**src/design/ssa_pkg.sv**
```systemverilog
// Shared types, constants and helper functions for the scanline span accumulator.
// Depends on nothing; every other design file but ssa_if imports it.
package ssa_pkg;

    localparam int ROW_COUNT_DEF = 1024;
    localparam int FRAC_BITS_DEF = 4;
    localparam int QUEUE_DEPTH   = 2;
    // Width of band coordinates (row scaled by the fraction bits, signed).
    localparam int CW            = 24;

    localparam logic [11:0] X_EMPTY = 12'd2048;
    localparam logic [10:0] Y_EMPTY = 11'd1024;

    typedef enum logic [1:0] {
        FN_EDGE  = 2'd0,
        FN_BOX   = 2'd1,
        FN_READ  = 2'd2,
        FN_CLEAR = 2'd3
    } t_func;

    typedef enum logic [1:0] {
        CFG_MIN_X = 2'd0,
        CFG_MAX_X = 2'd1,
        CFG_MIN_Y = 2'd2,
        CFG_MAX_Y = 2'd3
    } t_cfg_idx;

    typedef struct packed {
        logic [10:0] min_x;
        logic [10:0] max_x;
        logic [9:0]  min_y;
        logic [9:0]  max_y;
    } t_cfg;

    typedef struct packed {
        t_func              op;
        logic signed [15:0] lx;
        logic signed [15:0] ly;
        logic signed [15:0] hx;
        logic signed [15:0] hy;
        logic [9:0]         rlo;
        logic [9:0]         rhi;
        logic [10:0]        xlo;
        logic [10:0]        xhi;
        logic [9:0]         rd_row;
        logic               rd_ok;
    } t_cmd;

    typedef struct packed {
        logic                 start;
        logic signed [CW-1:0] b;
        logic signed [15:0]   lx;
        logic signed [15:0]   ly;
        logic signed [16:0]   dx;
        logic [16:0]          dy;
    } t_ip_req;

    typedef enum logic [1:0] {
        IP_IDLE,
        IP_MUL,
        IP_DIV,
        IP_FIN
    } t_ip_state;

    typedef enum logic [3:0] {
        BE_IDLE,
        BE_CLEAR,
        BE_EROW,
        BE_ETOP,
        BE_EBOT,
        BE_EUPD,
        BE_BOX,
        BE_RD,
        BE_RDW,
        BE_DONE
    } t_be_state;

    // Raise to the lower limit first, then lower to the upper limit.
    function automatic logic [10:0] clamp_col(input logic signed [15:0] v,
                                              input logic [10:0] lo,
                                              input logic [10:0] hi);
        logic signed [16:0] t;
        t = {v[15], v};
        if (t < $signed({6'b0, lo})) t = $signed({6'b0, lo});
        if (t > $signed({6'b0, hi})) t = $signed({6'b0, hi});
        return t[10:0];
    endfunction

    function automatic logic [9:0] clamp_row(input logic signed [15:0] v,
                                             input logic [9:0] lo,
                                             input logic [9:0] hi);
        logic signed [16:0] t;
        t = {v[15], v};
        if (t < $signed({7'b0, lo})) t = $signed({7'b0, lo});
        if (t > $signed({7'b0, hi})) t = $signed({7'b0, hi});
        return t[9:0];
    endfunction

endpackage

```
**src/design/ssa_fifo.sv**
```systemverilog
// Short command queue between the front and back parts.
// Depends on ssa_pkg for the command type.
module ssa_fifo #(
    parameter int DEPTH = ssa_pkg::QUEUE_DEPTH
) (
    input  logic          i_clk,
    input  logic          i_rst_n,
    input  logic          i_push,
    input  ssa_pkg::t_cmd i_data,
    output logic          o_ready,
    input  logic          i_pop,
    output logic          o_valid,
    output ssa_pkg::t_cmd o_data
);
    import ssa_pkg::*;

    localparam int AW = (DEPTH > 1) ? $clog2(DEPTH) : 1;
    localparam int NW = $clog2(DEPTH + 1);

    t_cmd          r_mem [DEPTH];
    logic [AW-1:0] r_wp;
    logic [AW-1:0] r_rp;
    logic [NW-1:0] r_cnt;
    logic          w_do_push;
    logic          w_do_pop;

    assign o_ready   = (r_cnt != NW'(DEPTH));
    assign o_valid   = (r_cnt != '0);
    assign o_data    = r_mem[r_rp];
    assign w_do_push = i_push && o_ready;
    assign w_do_pop  = i_pop && o_valid;

    always_ff @(posedge i_clk) begin
        if (w_do_push) begin
            r_mem[r_wp] <= i_data;
        end
        if (!i_rst_n) begin
            r_wp  <= '0;
            r_rp  <= '0;
            r_cnt <= '0;
        end else begin
            if (w_do_push) begin
                r_wp <= (r_wp == AW'(DEPTH - 1)) ? '0 : r_wp + AW'(1);
            end
            if (w_do_pop) begin
                r_rp <= (r_rp == AW'(DEPTH - 1)) ? '0 : r_rp + AW'(1);
            end
            if (w_do_push && !w_do_pop) begin
                r_cnt <= r_cnt + NW'(1);
            end else if (w_do_pop && !w_do_push) begin
                r_cnt <= r_cnt - NW'(1);
            end
        end
    end

endmodule

```
**config.mk**
```make
export PLATFORM = sky130hd
export DESIGN_NAME = ssa_fifo
export DESIGN_NICKNAME = d
export VERILOG_FILES = /design/src/design/ssa_pkg.sv /design/src/design/ssa_fifo.sv
export SDC_FILE = /design/constraint.sdc
export NUM_CORES = 1
export LEC_CHECK = 0
export BUFFER_PORTS_ARGS = -buffer_cell sky130_fd_sc_hd__clkbuf_2
export CORE_ASPECT_RATIO = 2
export CORE_MARGIN = 3
export CORE_UTILIZATION = 35
export DETAILED_ROUTE_END_ITERATION = 8
export HOLD_SLACK_MARGIN = 0.05
export MAX_ROUTING_LAYER = met4
export PLACE_DENSITY = 0.56
export SLEW_MARGIN = 10
export SYNTH_ARGS = -nofsm -noshare
export SYNTH_HDL_FRONTEND = slang
export SYNTH_SLANG_ARGS = --single-unit
```
**constraint.sdc**
```tcl
create_clock -name i_clk -period 4.7 [get_ports i_clk]
set_clock_uncertainty 0.05 [all_clocks]
set_input_delay 0 -clock i_clk [delete_from_list [all_inputs] [get_ports i_clk]]
set_output_delay 0 -clock i_clk [all_outputs]
set_load 0.005 [all_outputs]
```
==> impl_results.md <==
* Overall overflow remaining after global route at 0
* Die area at 0.0274 mm²
* Initial DRC Count at 207
* DRT Wirelength at 19,900 µm
* Setup violations, final at 0
* Library cells used by synthesis at 20
* Result of the run: finished, final reports clean
* Pin count of the biggest net entering global routing at 76
* Clock period minus final worst setup slack at 2.45 ns
* Proportion of power drawn by flip-flops and latches at 48.6%
* Critical Path RT at 4.65 ns
* Later-pin clock latency in the skew report at 0.51 ns
* Overall power after layout at 0.00582 W
* Vias in the first global route at 5,567
* Number of optimization iterations in the first detailed-route pass at 4
* TritonCTS Buffers at 23
* CP max-delay cell: sky130_fd_sc_hd__dfxtp_4
* Clock network fraction of design power at 28.5%
* Post-Synthesis Cells at 394
* Static Leakage at 4.63 nW
* Root Buffer: sky130_fd_sc_hd__clkbuf_16
* CP Launch Type: register
* Fraction of power spent switching nets at 25.8%
* Die extent in y at 231 µm
* Drt via density at 4.42
* Share of cells above drive strength 1 at 50.7%
* Core footprint at 0.0247 mm²
* Post CTS Setup Buffer Count at 0
* Clock tree sinks at 243
* Critical Path AT at 2.40 ns
* Max-slew violation total from the final report at 0
* Initial cell density of the core at 35.8%
* FP Rows at 81
* Power Density at 472 mW/mm²
* Sequential-to-total area share from yosys stat at 81.8%
* Number of DRC violations after detailed routing at 0
* Clock edge transition at the registers on the reported setup and hold paths at 0.06 ns
* Slowest stage delay, CP at 0.76 ns
* Number of ports placed on the die boundary at 244
* Unrepaired setup endpoints after global routing: no
* Post-synthesis to final-layout area growth at 39.0%
* Number of buffers inserted by hold repair at cts at 123
* Final sum of negative setup slack at 0 ns
* Global-route wire length before repair at 30,100 µm
* Worst min path class: in -> reg
* Class of the most critical setup path: reg -> out
* TritonCTS clock tree: yes
* Critical Path Fanout Max at 46
* Chip width at 119 µm
* Crit-path cells: buf_4, mux2_2, clkbuf_2
* Average cell area after synthesis at 22.5 µm²
* Final Hold Viols at 0
* Number of nets still failing antenna checks after routing at 0
* # port buffers at 243
* Mapped Nets at 518
* Worst slew margin relative to its limit at 33.6%
* Number of vias after detailed routing at 4,987
* Combinational share of power at 22.9%
* Flops & latches, synth at 243
* # nets final at 902
* CTS H-Tree Depth at 1
* Peak VDD IR at 509 µV
* Worst-case clock buffer depth at 3
* Cell area after synthesis at 0.00886 mm²
* Number of instances resized during post-cts repair at 0
* Category of the worst setup path capture point: output pin
* Average detailed-routed wire length per instance at 17.7 µm
* Internal power at 0.00431 W
* Weighted congestion at the end of routability-driven global placement at 0.766
* Total of warnings raised by yosys at 0
* Switching pwr at 0.00150 W
* Transition time at the pin with the least slew margin at 0.996 ns
* Highest Clock Rate at 0.408 GHz
* Tot GR Track Use at 14.6%
* Part of the cycle the worst path needs at 52.1%
* Post-detail-place hpwl at 13,200 µm
* Number of antenna violations at the first check in global routing at 3
* Max-cap violation count at 0
-- per-layer routing --
metal | up-vias | part of all wire [%] | global-route usage (%)
met4 | 0 | 4.0 | 6.86
met2 | 162 | 59 | 28.6
met1 | 2448 | 32 | 13.5
met3 | 40 | 4.5 | 2.15
met5 | - | 0 | -
li1 | 2337 | - | -
-- placed cells by master (no fill, tap or decap), drive strengths merged --
cell type / count
xnor2: 2
inv: 1
or2: 1
and2: 4
diode: 3
mux2: 119
nand3b: 1
a21bo: 1
xor2: 1
clkbuf: 273
o21ai: 2
clkinv: 9
nand2b: 1
or3: 1
edfxtp: 238
ha: 1
dlygate4sd3: 123
a21boi: 2
clkinvlp: 1
and3: 1
dfxtp: 5
buf: 6
-- power by group through the flow --
stage	sequential (W)	combinational [W]	clock [W]
final	0.00283	0.00133	0.00166
after global placement	0.00286	0.00125	0
after CTS	0.00284	0.00137	0.00172
after global routing	0.00286	0.00144	0.00179
after detailed placement	0.00288	0.00127	0
after floorplan	0.00283	0.000794	0
-- synth_stat cells --
cell type | n | share of area [%]
sky130_fd_sc_hd__or2_2 | 1 | 0.071
sky130_fd_sc_hd__and3_1 | 1 | 0.071
sky130_fd_sc_hd__or3_1 | 1 | 0.071
sky130_fd_sc_hd__inv_1 | 1 | 0.042
sky130_fd_sc_hd__buf_6 | 10 | 1.3
sky130_fd_sc_hd__a21boi_0 | 1 | 0.085
sky130_fd_sc_hd__buf_4 | 3 | 0.25
sky130_fd_sc_hd__xor2_1 | 1 | 0.099
sky130_fd_sc_hd__and2_1 | 4 | 0.28
sky130_fd_sc_hd__dfxtp_1 | 5 | 1.1
sky130_fd_sc_hd__nand2b_4 | 1 | 0.16
sky130_fd_sc_hd__mux2_2 | 119 | 15
sky130_fd_sc_hd__ha_1 | 1 | 0.14
sky130_fd_sc_hd__o21ai_1 | 1 | 0.056
sky130_fd_sc_hd__edfxtp_1 | 238 | 81
sky130_fd_sc_hd__a21boi_1 | 1 | 0.085
sky130_fd_sc_hd__xnor2_1 | 2 | 0.20
sky130_fd_sc_hd__o21ai_0 | 1 | 0.056
sky130_fd_sc_hd__nand3b_1 | 1 | 0.085
sky130_fd_sc_hd__a21bo_2 | 1 | 0.11
-- registers in the layout, indices dropped and copies added, names as in the netlist, named ones only --
| signal | cells |
|---|---|
| r_rp | 1 |
| r_wp | 1 |
| r_mem | 238 |
| r_cnt | 2 |
-- kinds of logic after synthesis --
| group | after synthesis | synth area share, % |
|---|---|---|
| buffers and inverters | 14 | 1.57 |
| DFF | 243 | 81.8 |
| AOI/OAI and AO/OA | 5 | 0.395 |
| xor gates and xnor gates | 3 | 0.296 |
| muxes | 119 | 15.1 |
| and+or+nand+nor | 9 | 0.734 |
| adders and majority gates | 1 | 0.141 |
-- stage by stage --
stage / area (µm²) / setup slack [ns] / instances / hold WS [ns] / util (%)
after CTS: 12300 / 2.15 / 1125 / 0.144 / 49.8
after floorplan: 8860 / 0.811 / 394 / 0.0489 / -
after global placement: 10400 / 2.33 / 962 / 0.140 / 42.1
after detailed placement: 10400 / 2.27 / 962 / 0.142 / 42.1
final: 12300 / 2.25 / 1128 / 0.170 / 49.8
after global routing: 12300 / 2.08 / 1128 / 0.156 / 49.8
-- worst max-delay path, delay by kind of cell, from the launching register on --
kind                   cells  cell delay (ns)
muxes                      1             0.42
DFF                        1             0.76
buffers and inverters      2             0.67
-- worst paths after layout --
kind | startpoint | end | slack, ns | cells after the start
worst max-delay path | register | o_data[55] | 2.25 | 3
worst min-delay path | i_data[90] | r_mem[0][90] | 0.17 | 2
worst max register to register | r_cnt[0] | r_mem[0][30] | 2.33 | 4
worst min register to register | r_cnt[1] | r_cnt[1] | 0.53 | 2
-- layout make-up --
type	count	area, µm²
multi-input cells	137	1480
diodes	3	7.51
fillers	2127	12400
clock inverters	10	61.3
well taps	332	415
clock buffers	30	602
inverters	1	6.26
flip-flops and latches	243	7250
repair buffers	372	2490
Note: power is estimated with default switching activity, not from simulation.
