`config.mk`:
```
export PLATFORM = sky130hd
export DESIGN_NAME = ssa_front_flat
export DESIGN_NICKNAME = d
export VERILOG_FILES = /design/src/design/ssa_pkg.sv /design/src/design/ssa_if.sv /design/src/design/ssa_front.sv /design/src/flat_wrapper.sv
export SDC_FILE = /design/constraint.sdc
export NUM_CORES = 1
export LEC_CHECK = 0
export ABC_AREA = 0
export BUFFER_PORTS_ARGS = -buffer_cell sky130_fd_sc_hd__buf_2
export CORE_UTILIZATION = 32
export DETAILED_ROUTE_END_ITERATION = 12
export GPL_TIMING_DRIVEN = 0
export MAX_ROUTING_LAYER = met4
export REMOVE_ABC_BUFFERS = 1
export SLEW_MARGIN = 20
export SYNTH_ARGS = -nofsm -noshare
export SYNTH_HDL_FRONTEND = slang
export SYNTH_SLANG_ARGS = --single-unit
```
`constraint.sdc`:
```
create_clock -name i_clk -period 14.2 [get_ports i_clk]
set_clock_uncertainty 0.05 [all_clocks]
set_input_delay 0.71 -clock i_clk [delete_from_list [all_inputs] [get_ports i_clk]]
set_output_delay 0.71 -clock i_clk [all_outputs]
set_load 0.05 [all_outputs]
```
`src/design/ssa_pkg.sv`:
```
// Shared types, constants and helper functions for the scanline span accumulator.
// Depends on nothing; every other design file but ssa_if imports it.
package ssa_pkg;

    localparam int ROW_COUNT_DEF = 1024;
    localparam int FRAC_BITS_DEF = 4;
    localparam int QUEUE_DEPTH   = 2;
    // Width of band coordinates (row scaled by the fraction bits, signed).
    localparam int CW            = 24;

    localparam logic [11:0] X_EMPTY = 12'd2048;
    localparam logic [10:0] Y_EMPTY = 11'd1024;

    typedef enum logic [1:0] {
        FN_EDGE  = 2'd0,
        FN_BOX   = 2'd1,
        FN_READ  = 2'd2,
        FN_CLEAR = 2'd3
    } t_func;

    typedef enum logic [1:0] {
        CFG_MIN_X = 2'd0,
        CFG_MAX_X = 2'd1,
        CFG_MIN_Y = 2'd2,
        CFG_MAX_Y = 2'd3
    } t_cfg_idx;

    typedef struct packed {
        logic [10:0] min_x;
        logic [10:0] max_x;
        logic [9:0]  min_y;
        logic [9:0]  max_y;
    } t_cfg;

    typedef struct packed {
        t_func              op;
        logic signed [15:0] lx;
        logic signed [15:0] ly;
        logic signed [15:0] hx;
        logic signed [15:0] hy;
        logic [9:0]         rlo;
        logic [9:0]         rhi;
        logic [10:0]        xlo;
        logic [10:0]        xhi;
        logic [9:0]         rd_row;
        logic               rd_ok;
    } t_cmd;

    typedef struct packed {
        logic                 start;
        logic signed [CW-1:0] b;
        logic signed [15:0]   lx;
        logic signed [15:0]   ly;
        logic signed [16:0]   dx;
        logic [16:0]          dy;
    } t_ip_req;

    typedef enum logic [1:0] {
        IP_IDLE,
        IP_MUL,
        IP_DIV,
        IP_FIN
    } t_ip_state;

    typedef enum logic [3:0] {
        BE_IDLE,
        BE_CLEAR,
        BE_EROW,
        BE_ETOP,
        BE_EBOT,
        BE_EUPD,
        BE_BOX,
        BE_RD,
        BE_RDW,
        BE_DONE
    } t_be_state;

    // Raise to the lower limit first, then lower to the upper limit.
    function automatic logic [10:0] clamp_col(input logic signed [15:0] v,
                                              input logic [10:0] lo,
                                              input logic [10:0] hi);
        logic signed [16:0] t;
        t = {v[15], v};
        if (t < $signed({6'b0, lo})) t = $signed({6'b0, lo});
        if (t > $signed({6'b0, hi})) t = $signed({6'b0, hi});
        return t[10:0];
    endfunction

    function automatic logic [9:0] clamp_row(input logic signed [15:0] v,
                                             input logic [9:0] lo,
                                             input logic [9:0] hi);
        logic signed [16:0] t;
        t = {v[15], v};
        if (t < $signed({7'b0, lo})) t = $signed({7'b0, lo});
        if (t > $signed({7'b0, hi})) t = $signed({7'b0, hi});
        return t[9:0];
    endfunction

endpackage

```
`src/design/ssa_if.sv`:
```
// Valid/ready channel interfaces for the scanline span accumulator.
// Holds the input item channel and the result item channel; no dependencies.
interface ssa_in_if;
    logic               valid;
    logic               ready;
    logic [1:0]         func;
    logic signed [15:0] x0;
    logic signed [15:0] y0;
    logic signed [15:0] x1;
    logic signed [15:0] y1;
    logic signed [15:0] x2;
    logic signed [15:0] y2;
    logic [9:0]         row;

    modport source (output valid, func, x0, y0, x1, y1, x2, y2, row, input ready);
    modport sink   (input valid, func, x0, y0, x1, y1, x2, y2, row, output ready);
endinterface


```
`src/design/ssa_front.sv`:
```
// Front part: accepts input items, sorts edge endpoints, floors and clamps rows and columns.
// Depends on ssa_pkg and the ssa_in_if interface.
module ssa_front #(
    parameter int ROW_COUNT = ssa_pkg::ROW_COUNT_DEF,
    parameter int FRAC_BITS = ssa_pkg::FRAC_BITS_DEF
) (
    input  logic          i_clk,
    input  logic          i_rst_n,
    ssa_in_if.sink        s_in,
    input  ssa_pkg::t_cfg i_cfg,
    input  logic          i_hold,
    output logic          o_push,
    output ssa_pkg::t_cmd o_cmd,
    input  logic          i_q_ready
);
    import ssa_pkg::*;

    logic               r_vld;
    t_cmd               r_cmd;
    t_cmd               w_cmd;
    logic               w_acc;
    logic [9:0]         w_row_hi;
    logic signed [15:0] w_lx, w_ly, w_hx, w_hy;
    logic signed [15:0] w_bxl, w_bxh, w_byl, w_byh;
    logic signed [15:0] w_rlo_v, w_rhi_v;

    function automatic logic signed [15:0] min3(input logic signed [15:0] a, b, c);
        logic signed [15:0] m;
        m = (a < b) ? a : b;
        return (c < m) ? c : m;
    endfunction

    function automatic logic signed [15:0] max3(input logic signed [15:0] a, b, c);
        logic signed [15:0] m;
        m = (a > b) ? a : b;
        return (c > m) ? c : m;
    endfunction

    always_comb begin
        w_row_hi = ({3'b0, i_cfg.max_y} > 13'(ROW_COUNT - 1)) ? 10'(ROW_COUNT - 1)
                                                               : i_cfg.max_y;
        if (s_in.y0 <= s_in.y1) begin
            w_lx = s_in.x0; w_ly = s_in.y0; w_hx = s_in.x1; w_hy = s_in.y1;
        end else begin
            w_lx = s_in.x1; w_ly = s_in.y1; w_hx = s_in.x0; w_hy = s_in.y0;
        end
        w_bxl = min3(s_in.x0, s_in.x1, s_in.x2);
        w_bxh = max3(s_in.x0, s_in.x1, s_in.x2);
        w_byl = min3(s_in.y0, s_in.y1, s_in.y2);
        w_byh = max3(s_in.y0, s_in.y1, s_in.y2);

        w_cmd.op = t_func'(s_in.func);
        if (w_cmd.op == FN_BOX) begin
            w_rlo_v = w_byl >>> FRAC_BITS;
            w_rhi_v = w_byh >>> FRAC_BITS;
        end else begin
            w_rlo_v = w_ly >>> FRAC_BITS;
            w_rhi_v = w_hy >>> FRAC_BITS;
        end
        w_cmd.lx     = w_lx;
        w_cmd.ly     = w_ly;
        w_cmd.hx     = w_hx;
        w_cmd.hy     = w_hy;
        w_cmd.rlo    = clamp_row(w_rlo_v, i_cfg.min_y, w_row_hi);
        w_cmd.rhi    = clamp_row(w_rhi_v, i_cfg.min_y, w_row_hi);
        w_cmd.xlo    = clamp_col(w_bxl >>> FRAC_BITS, i_cfg.min_x, i_cfg.max_x);
        w_cmd.xhi    = clamp_col(w_bxh >>> FRAC_BITS, i_cfg.min_x, i_cfg.max_x);
        w_cmd.rd_row = s_in.row;
        w_cmd.rd_ok  = ({3'b0, s_in.row} < 13'(ROW_COUNT));
    end

    assign s_in.ready = !i_hold && (!r_vld || i_q_ready);
    assign w_acc      = s_in.valid && s_in.ready;
    assign o_push     = r_vld;
    assign o_cmd      = r_cmd;

    always_ff @(posedge i_clk) begin
        if (!i_rst_n) begin
            r_vld <= 1'b0;
        end else if (w_acc) begin
            r_vld <= 1'b1;
        end else if (i_q_ready) begin
            r_vld <= 1'b0;
        end
        if (w_acc) begin
            r_cmd <= w_cmd;
        end
    end

endmodule

```
`src/flat_wrapper.sv`:
```
// flat-port wrapper written by rule: the top's interface ports become plain ports
module ssa_front_flat import ssa_pkg::*;
#(
    parameter int ROW_COUNT = ssa_pkg::ROW_COUNT_DEF,
    parameter int FRAC_BITS = ssa_pkg::FRAC_BITS_DEF
)
  (i_clk, i_rst_n, i_cfg, i_hold, o_push, o_cmd, i_q_ready, s_in_valid, s_in_func, s_in_x0, s_in_y0, s_in_x1, s_in_y1, s_in_x2, s_in_y2, s_in_row, s_in_ready);
  ssa_in_if s_in_i ();
  input  logic i_clk;
  input  logic i_rst_n;
  input  ssa_pkg::t_cfg i_cfg;
  input  logic i_hold;
  output logic o_push;
  output ssa_pkg::t_cmd o_cmd;
  input  logic i_q_ready;
  input wire logic [$bits(s_in_i.valid)-1:0] s_in_valid;
  input wire logic [$bits(s_in_i.func)-1:0] s_in_func;
  input wire logic [$bits(s_in_i.x0)-1:0] s_in_x0;
  input wire logic [$bits(s_in_i.y0)-1:0] s_in_y0;
  input wire logic [$bits(s_in_i.x1)-1:0] s_in_x1;
  input wire logic [$bits(s_in_i.y1)-1:0] s_in_y1;
  input wire logic [$bits(s_in_i.x2)-1:0] s_in_x2;
  input wire logic [$bits(s_in_i.y2)-1:0] s_in_y2;
  input wire logic [$bits(s_in_i.row)-1:0] s_in_row;
  output wire logic [$bits(s_in_i.ready)-1:0] s_in_ready;
  assign s_in_i.valid = s_in_valid;
  assign s_in_i.func = s_in_func;
  assign s_in_i.x0 = s_in_x0;
  assign s_in_i.y0 = s_in_y0;
  assign s_in_i.x1 = s_in_x1;
  assign s_in_i.y1 = s_in_y1;
  assign s_in_i.x2 = s_in_x2;
  assign s_in_i.y2 = s_in_y2;
  assign s_in_i.row = s_in_row;
  assign s_in_ready = s_in_i.ready;
  ssa_front #(.ROW_COUNT(ROW_COUNT), .FRAC_BITS(FRAC_BITS)) u_core (.i_clk(i_clk), .i_rst_n(i_rst_n), .s_in(s_in_i), .i_cfg(i_cfg), .i_hold(i_hold), .o_push(o_push), .o_cmd(o_cmd), .i_q_ready(i_q_ready));
endmodule
```
==> impl_metrics.csv, run 1 <==
group,metric,value,unit
worst_setup_path,critical-path-slowest-cell,"sky130_fd_sc_hd__nand3_1",
floorplanning,die-width,194,um
clock_tree,cts.reportedPaths.clkPinSlew,0.05,ns
sta,setup_viol,0,
sta,crit_share_post_route,78.3,%
synthesis,synthesis.area,11800,um2
min_path,classification_of_the_worst_slack_hold_path,"in2reg",
floorplanning,floorplan.initialDensity,32.8,%
worst_setup_path,setup.worst_path.start_class,"primary input",
synthesis,netlist.area_leader.share,30.1,%
place,portbufs,274,
clock_tree,ctsResizeCount,0,
worst_setup_path,critPathLaunch,"s_in_x1[15]",
synthesis,synth_most_common_cell,"sky130_fd_sc_hd__ha_1",
worst_setup_path,critical_path_required,14.28,ns
clock_tree,cts.htree.levels,4,
worst_setup_path,r2r.worst_path.cells,5,
worst_setup_path,regToRegEndpoint,"u_core.o_cmd[2]$_DFFE_PP_",
synthesis,cell_types_with_the_highest_counts_after_synthesis,"sky130_fd_sc_hd__ha_1 (178), sky130_fd_sc_hd__inv_1 (128), sky130_fd_sc_hd__edfxtp_1 (118), sky130_fd_sc_hd__mux2i_1 (69), sky130_fd_sc_hd__nor2_1 (68)",
global_route,grt_pass1_wl,58700,um
synthesis,syn_area_per_cell,9.69,um2
global_route,grt_usage,20.8,%
power,totalPowerFinal,1.94,mW
sta,final_period_minus_worst_setup_slack,11.12,ns
clock_tree,insertion_delay,0.43,ns
run,drv_cap,0,
detailed_routing,detail_route.wl_per_cell,19.5,um
layout,filler_cell_count,3556,
detailed_routing,final_antenna_net_count,0,
synthesis,synth-edff-count,118,
power,power_leakage,6.50,nW
synthesis,netlist.top_cell.by_area,"sky130_fd_sc_hd__edfxtp_1",
detailed_routing,drtPass1Iterations,5,
detailed_routing,met3RoutedLength,2900,um
sta,timing.setup.tns,0,ns
worst_setup_path,timing.reg2reg.setup_slack,12.19,ns
sta,fmaxAchievable,89.9,MHz
detailed_routing,route.met2.wl,17700,um
worst_setup_path,critical_path_class,"in2reg",
synthesis,synth_cell_types,81,
floorplanning,coreArea,35800,um2
detailed_routing,drt_iter0_markers,656,
detailed_routing,wl_met1,17100,um
clock_tree,clock_tree_from_tritoncts,"done",
floorplanning,design.die.area,37500,um2
min_path,worst_hold_path.num_cells,1,
synthesis,synth-seq-area-share,30.3,%
min_path,holdPathEnd,"u_core.o_cmd[4]$_DFFE_PP_",
sta,worst-slew-pin-transition,1.07,ns
worst_setup_path,timing.critical_path.slowest_cell_delay,0.76,ns
detailed_routing,avgViaCountPerCell,5.37,
detailed_routing,num_vias,10500,
clock_tree,max-clock-path-buffers,2,
clock_tree,post_cts_buffers,0,
clock_tree,clk_root_buffer_cell,"sky130_fd_sc_hd__clkbuf_16",
power,power.ir.vdd_worst,85.7,uV
worst_setup_path,critical_path.most_common_cell,"sky130_fd_sc_hd__ha_1",
layout,final_layout_size_suffix_gt1_share,28.1,%
layout,area_growth,21.5,%
synthesis,yosys_register_bits,119,
worst_setup_path,launching_point_of_the_worst_reg2reg_path,"u_core.o_push$_SDFFE_PN0P_",
global_route,pin_count_of_the_biggest_net_entering_global_routing,55,
sta,max-slew-margin-rel,28.6,%
global_route,antenna_found_initial,14,
sta,final_max_slew_viol_count,0,
floorplanning,fp.dieH,194,um
floorplanning,core_rows,69,
detailed_routing,drc,0,
detailed_routing,route.final.wire_length,38300,um
sta,unrepaired_setup_endpoints_after_global_routing,"no",
clock_tree,clock_sink_count,119,
global_route,first_global_vias,10400,
detailed_routing,top_layer,"met4",
worst_setup_path,end_kind,"register",
min_path,hold_start,"s_in_row[3]",
power,p_per_area,136,nW/um2
worst_setup_path,peak_fanout_along_the_critical_path,32,
place,finalWeightedCongestion,0.898,
synthesis,synthesis.yosys.warnings,0,
worst_setup_path,arrival_time_of_data_at_the_critical_path_endpoint,11.20,ns
status,status,"finished, final reports clean",
layout,finalNetCount,1809,
synthesis,synth-async-reset-ratio,0,%
synthesis,postSynth.topFlopCell,"sky130_fd_sc_hd__edfxtp_1",
global_route,grt_overflow,0,
clock_tree,cts_hold_buffers,0,
sta,timing_hold_violations_final,0,
synthesis,synth.top_cells.by_area,"sky130_fd_sc_hd__edfxtp_1 (30%), sky130_fd_sc_hd__ha_1 (19%), sky130_fd_sc_hd__mux2i_1 (5.9%)",
place,place.detailed.hpwl,30800,um
clock_tree,tritoncts.num_buffers,17,
floorplanning,top_level_ports,276,
synthesis,synthCells,1214,
[worst max-delay path, delay by kind of cell]
| family | cells | cell delay (ns) |
|---|---|---|
| AOI/OAI and AO/OA | 20 | 3.58 |
| muxes | 1 | 0.37 |
| buffers and inverters | 4 | 0.84 |
| adders and majority gates | 5 | 1.92 |
| and+or+nand+nor | 11 | 3.73 |
[layout make-up]
| cell class | count | area (um2) | area share (%) |
|---|---|---|---|
| clock buffers | 18 | 429 | 3.00 |
| diodes | 15 | 37.5 | 0.263 |
| clock inverters | 11 | 111 | 0.779 |
| inverters | 128 | 480 | 3.36 |
| multi-input cells | 926 | 7550 | 52.8 |
| well taps | 461 | 577 | 4.04 |
| repair buffers | 284 | 1540 | 10.8 |
| flip-flops and latches | 119 | 3560 | 24.9 |
[placed cells by master (no fill, tap or decap), types with 17 or more instances in the layout]
cell,instances
sky130_fd_sc_hd__buf_2,274
sky130_fd_sc_hd__ha_1,178
sky130_fd_sc_hd__inv_1,128
sky130_fd_sc_hd__edfxtp_1,118
sky130_fd_sc_hd__nor2_1,68
sky130_fd_sc_hd__mux2i_1,68
sky130_fd_sc_hd__nand2_1,65
sky130_fd_sc_hd__a21oi_1,62
sky130_fd_sc_hd__mux2_2,58
sky130_fd_sc_hd__o21ai_0,52
sky130_fd_sc_hd__a21o_1,31
sky130_fd_sc_hd__nand4_1,30
sky130_fd_sc_hd__nor2b_1,26
sky130_fd_sc_hd__a211oi_1,22
sky130_fd_sc_hd__o21a_1,21
sky130_fd_sc_hd__nand3_1,20
sky130_fd_sc_hd__clkbuf_16,17
[power breakdown]
group          internal [mW]  switching, mW
Combinational          0.392          0.668
Clock                  0.252          0.166
Sequential             0.458        0.00919
Total                   1.10          0.843
[worst max-delay path by stage]
stage | endpoint | slack, ns | cells past startpoint
2_1_floorplan | u_core.o_cmd[34]$_DFFE_PP_ | 3.83 | 35
3_5_place_dp | u_core.o_cmd[21]$_DFFE_PP_ | 2.52 | 40
4_1_cts | u_core.o_cmd[21]$_DFFE_PP_ | 2.92 | 40
3_3_place_gp | u_core.o_cmd[42]$_DFFE_PP_ | 1.35 | 35
5_1_grt | u_core.o_cmd[21]$_DFFE_PP_ | 2.38 | 41
6_report | u_core.o_cmd[21]$_DFFE_PP_ | 3.08 | 41
[flip-flops by register name (all words and copies together), names as in the netlist]
register	flops
u_core.o_push	1
u_core.o_cmd	118
[metrics by stage]
stage | setup slack [ns] | utilization [%] | instances | hold slack, ns | area (um2)
after floorplan | 3.83 | - | 1173 | 0.759 | 11600
after detailed placement | 2.52 | 38.2 | 1917 | 0.590 | 13700
after CTS | 2.92 | 39.7 | 1946 | 0.378 | 14200
final | 3.08 | 39.9 | 1962 | 0.405 | 14300
after global routing | 2.38 | 39.9 | 1959 | 0.386 | 14300
after global placement | 1.35 | 37.7 | 1908 | 0.562 | 13500
[layer usage]
metal | global-route usage (%) | up-vias
li1 | - | 5172
met2 | 33.2 | 359
met5 | - | -
met4 | 5.63 | 0
met3 | 5.32 | 33
met1 | 26.0 | 4981
[cell families (layout without fill, tap and decap cells)]
logic type | count (synthesis) | after routing | synth area share, %
AOI/OAI and AO/OA | 329 | 329 | 19.8
and+or+nand+nor | 284 | 284 | 12.8
adders and majority gates | 178 | 178 | 18.9
buffers and inverters | 169 | 441 | 5.81
muxes | 134 | 134 | 12.3
DFF | 119 | 119 | 30.3
other | 1 | 16 | 0.0319
Note: power is estimated with default switching activity, not from simulation.
==> inputs of run 2 (changes only) <==
Clock period 14.2 ns to 9.85 ns, I/O delays scaled along.
==> run 2 against run 1 <==
Compared with the run above: setup slack worse by 2.6 ns; first-iteration DRC count up 4.6%; register-to-register slack worse by 4.4 ns; count of clock-buffer cells in the layout unchanged; core utilization up 0.67 points; critical endpoint unchanged; largest cell class unchanged; highest routed layer unchanged.
==> impl_metrics.csv, run 2 (same netlist as run 1, synthesis figures left out) <==
group,metric,value,unit
status,status,"finished, final reports clean",
detailed_routing,num_vias,10700,
worst_setup_path,launching_point_of_the_worst_reg2reg_path,"u_core.o_push$_SDFFE_PN0P_",
detailed_routing,drt_iter0_markers,686,
floorplanning,design.die.area,37500,um2
power,power.ir.vdd_worst,124,uV
worst_setup_path,critical-path-slowest-cell,"sky130_fd_sc_hd__or4_1",
sta,timing.setup.tns,0,ns
worst_setup_path,critical_path_class,"in2reg",
global_route,antenna_found_initial,14,
layout,final_layout_size_suffix_gt1_share,29.8,%
place,portbufs,274,
floorplanning,floorplan.initialDensity,32.8,%
global_route,grt_pass1_wl,58900,um
sta,final_period_minus_worst_setup_slack,9.42,ns
sta,max-slew-margin-rel,32.1,%
floorplanning,coreArea,35800,um2
clock_tree,tritoncts.num_buffers,17,
sta,timing_hold_violations_final,0,
sta,setup_viol,0,
floorplanning,top_level_ports,276,
sta,fmaxAchievable,106,MHz
worst_setup_path,arrival_time_of_data_at_the_critical_path_endpoint,9.56,ns
worst_setup_path,critPathLaunch,"s_in_x1[15]",
clock_tree,max-clock-path-buffers,2,
worst_setup_path,r2r.worst_path.cells,5,
global_route,pin_count_of_the_biggest_net_entering_global_routing,55,
layout,filler_cell_count,3543,
layout,finalNetCount,1820,
clock_tree,clock_tree_from_tritoncts,"done",
clock_tree,clock_sink_count,119,
global_route,grt_overflow,0,
worst_setup_path,peak_fanout_along_the_critical_path,15,
layout,non_filler_cells_in_the_finished_layout,1973,
worst_setup_path,setup.worst_path.start_class,"primary input",
floorplanning,fp.dieH,194,um
detailed_routing,final_antenna_net_count,0,
clock_tree,cts_hold_buffers,0,
place,finalWeightedCongestion,0.898,
power,power_leakage,6.57,nW
sta,final_max_slew_viol_count,0,
run,drv_cap,0,
layout,layout.cells.most_common_list,"sky130_fd_sc_hd__buf_2 (274), sky130_fd_sc_hd__ha_1 (174), sky130_fd_sc_hd__inv_1 (127)",
min_path,hold_start,"s_in_row[3]",
detailed_routing,drc,0,
worst_setup_path,timing.critical_path.slowest_cell_delay,0.70,ns
layout,layout_commonest_cell,"sky130_fd_sc_hd__buf_2",
layout,largest_reg_flops,118,
detailed_routing,avgViaCountPerCell,5.42,
layout,area_of_all_placed_cells_without_fillers,14500,um2
clock_tree,cts.reportedPaths.clkPinSlew,0.05,ns
place,place.detailed.hpwl,30800,um
layout,multi_input_comb_area,7690,um2
worst_setup_path,regToRegEndpoint,"u_core.o_cmd[2]$_DFFE_PP_",
global_route,first_global_vias,10400,
min_path,holdPathEnd,"u_core.o_cmd[4]$_DFFE_PP_",
min_path,worst_hold_path.num_cells,1,
power,p_per_area,197,nW/um2
detailed_routing,route.final.wire_length,38900,um
sta,worst-slew-pin-transition,1.01,ns
detailed_routing,detail_route.wl_per_cell,19.7,um
place,dpl_cell_area,13700,um2
worst_setup_path,end_kind,"register",
global_route,grt_usage,20.9,%
sta,crit_share_post_route,95.6,%
clock_tree,clk_root_buffer_cell,"sky130_fd_sc_hd__clkbuf_16",
clock_tree,cts.htree.levels,4,
detailed_routing,drtPass1Iterations,6,
clock_tree,insertion_delay,0.43,ns
floorplanning,die-width,194,um
layout,regArea,3560,um2
worst_setup_path,critical_path_required,9.99,ns
worst_setup_path,timing.reg2reg.setup_slack,7.83,ns
power,totalPowerFinal,2.86,mW
place,place.detailed.instances,1917,
sta,worst_hold_slack_across_all_endpoints,0.186,ns
layout,area_growth,23.6,%
floorplanning,core_rows,69,
min_path,classification_of_the_worst_slack_hold_path,"in2reg",
[run 2: metal layers]
layer / GRT usage, % / part of all wire [%] / vias up
li1: - / - / 5199
met1: 26.0 / 44 / 5072
met2: 33.5 / 46 / 380
met3: 5.37 / 7.7 / 33
met4: 5.60 / 1.5 / 0
met5: - / 0 / -
[run 2: what timing repair did]
action,CTS,global route
setup buffers,8,1
pin swaps,2,2
gates cloned,0,3
endpoints found under the setup margin,32,42
hold endpoints to repair,0,0
resized for setup,6,21
[run 2: where the power goes]
part | switching [mW] | internal (mW)
logic | 0.985 | 0.597
registers | 0.0131 | 0.660
clock network | 0.240 | 0.363
[run 2: worst max path at each step]
stage / endpoint / cells after the start / slack (ns)
final: u_core.o_cmd[21]$_DFFE_PP_ / 40 / 0.43
after global routing: u_core.o_cmd[51]$_DFFE_PP_ / 42 / -0.02
after global placement: u_core.o_cmd[42]$_DFFE_PP_ / 35 / -2.78
after floorplan: u_core.o_cmd[34]$_DFFE_PP_ / 35 / -0.30
after CTS: u_core.o_cmd[21]$_DFFE_PP_ / 41 / 0.02
after detailed placement: u_core.o_cmd[21]$_DFFE_PP_ / 40 / -1.62
[run 2: worst max-delay path, delay by kind of cell]
family	cells	cell delay (ns)
simple gates	8	2.19
compound gates	22	4.40
mux	1	0.30
fa+ha+maj	5	1.55
buf+inv	4	0.59
[run 2: area by class of cell]
cell class | count | share of cell area, %
Multi-Input combinational cell | 928 | 52.9
Sequential cell | 119 | 24.5
Timing Repair Buffer | 292 | 11.3
Tap cell | 461 | 3.97
Inverter | 128 | 3.33
Clock buffer | 18 | 2.95
Clock inverter | 11 | 0.766
Antenna cell | 15 | 0.258
Timing Repair inverter | 1 | 0.0344
[run 2: metrics by stage]
step / util (%) / setup slack (ns)
3_3_place_gp: 37.7 / -2.78
3_5_place_dp: 38.2 / -1.62
6_report: 40.6 / 0.430
2_1_floorplan: - / -0.304
5_1_grt: 40.5 / -0.0156
4_1_cts: 40.1 / 0.0182
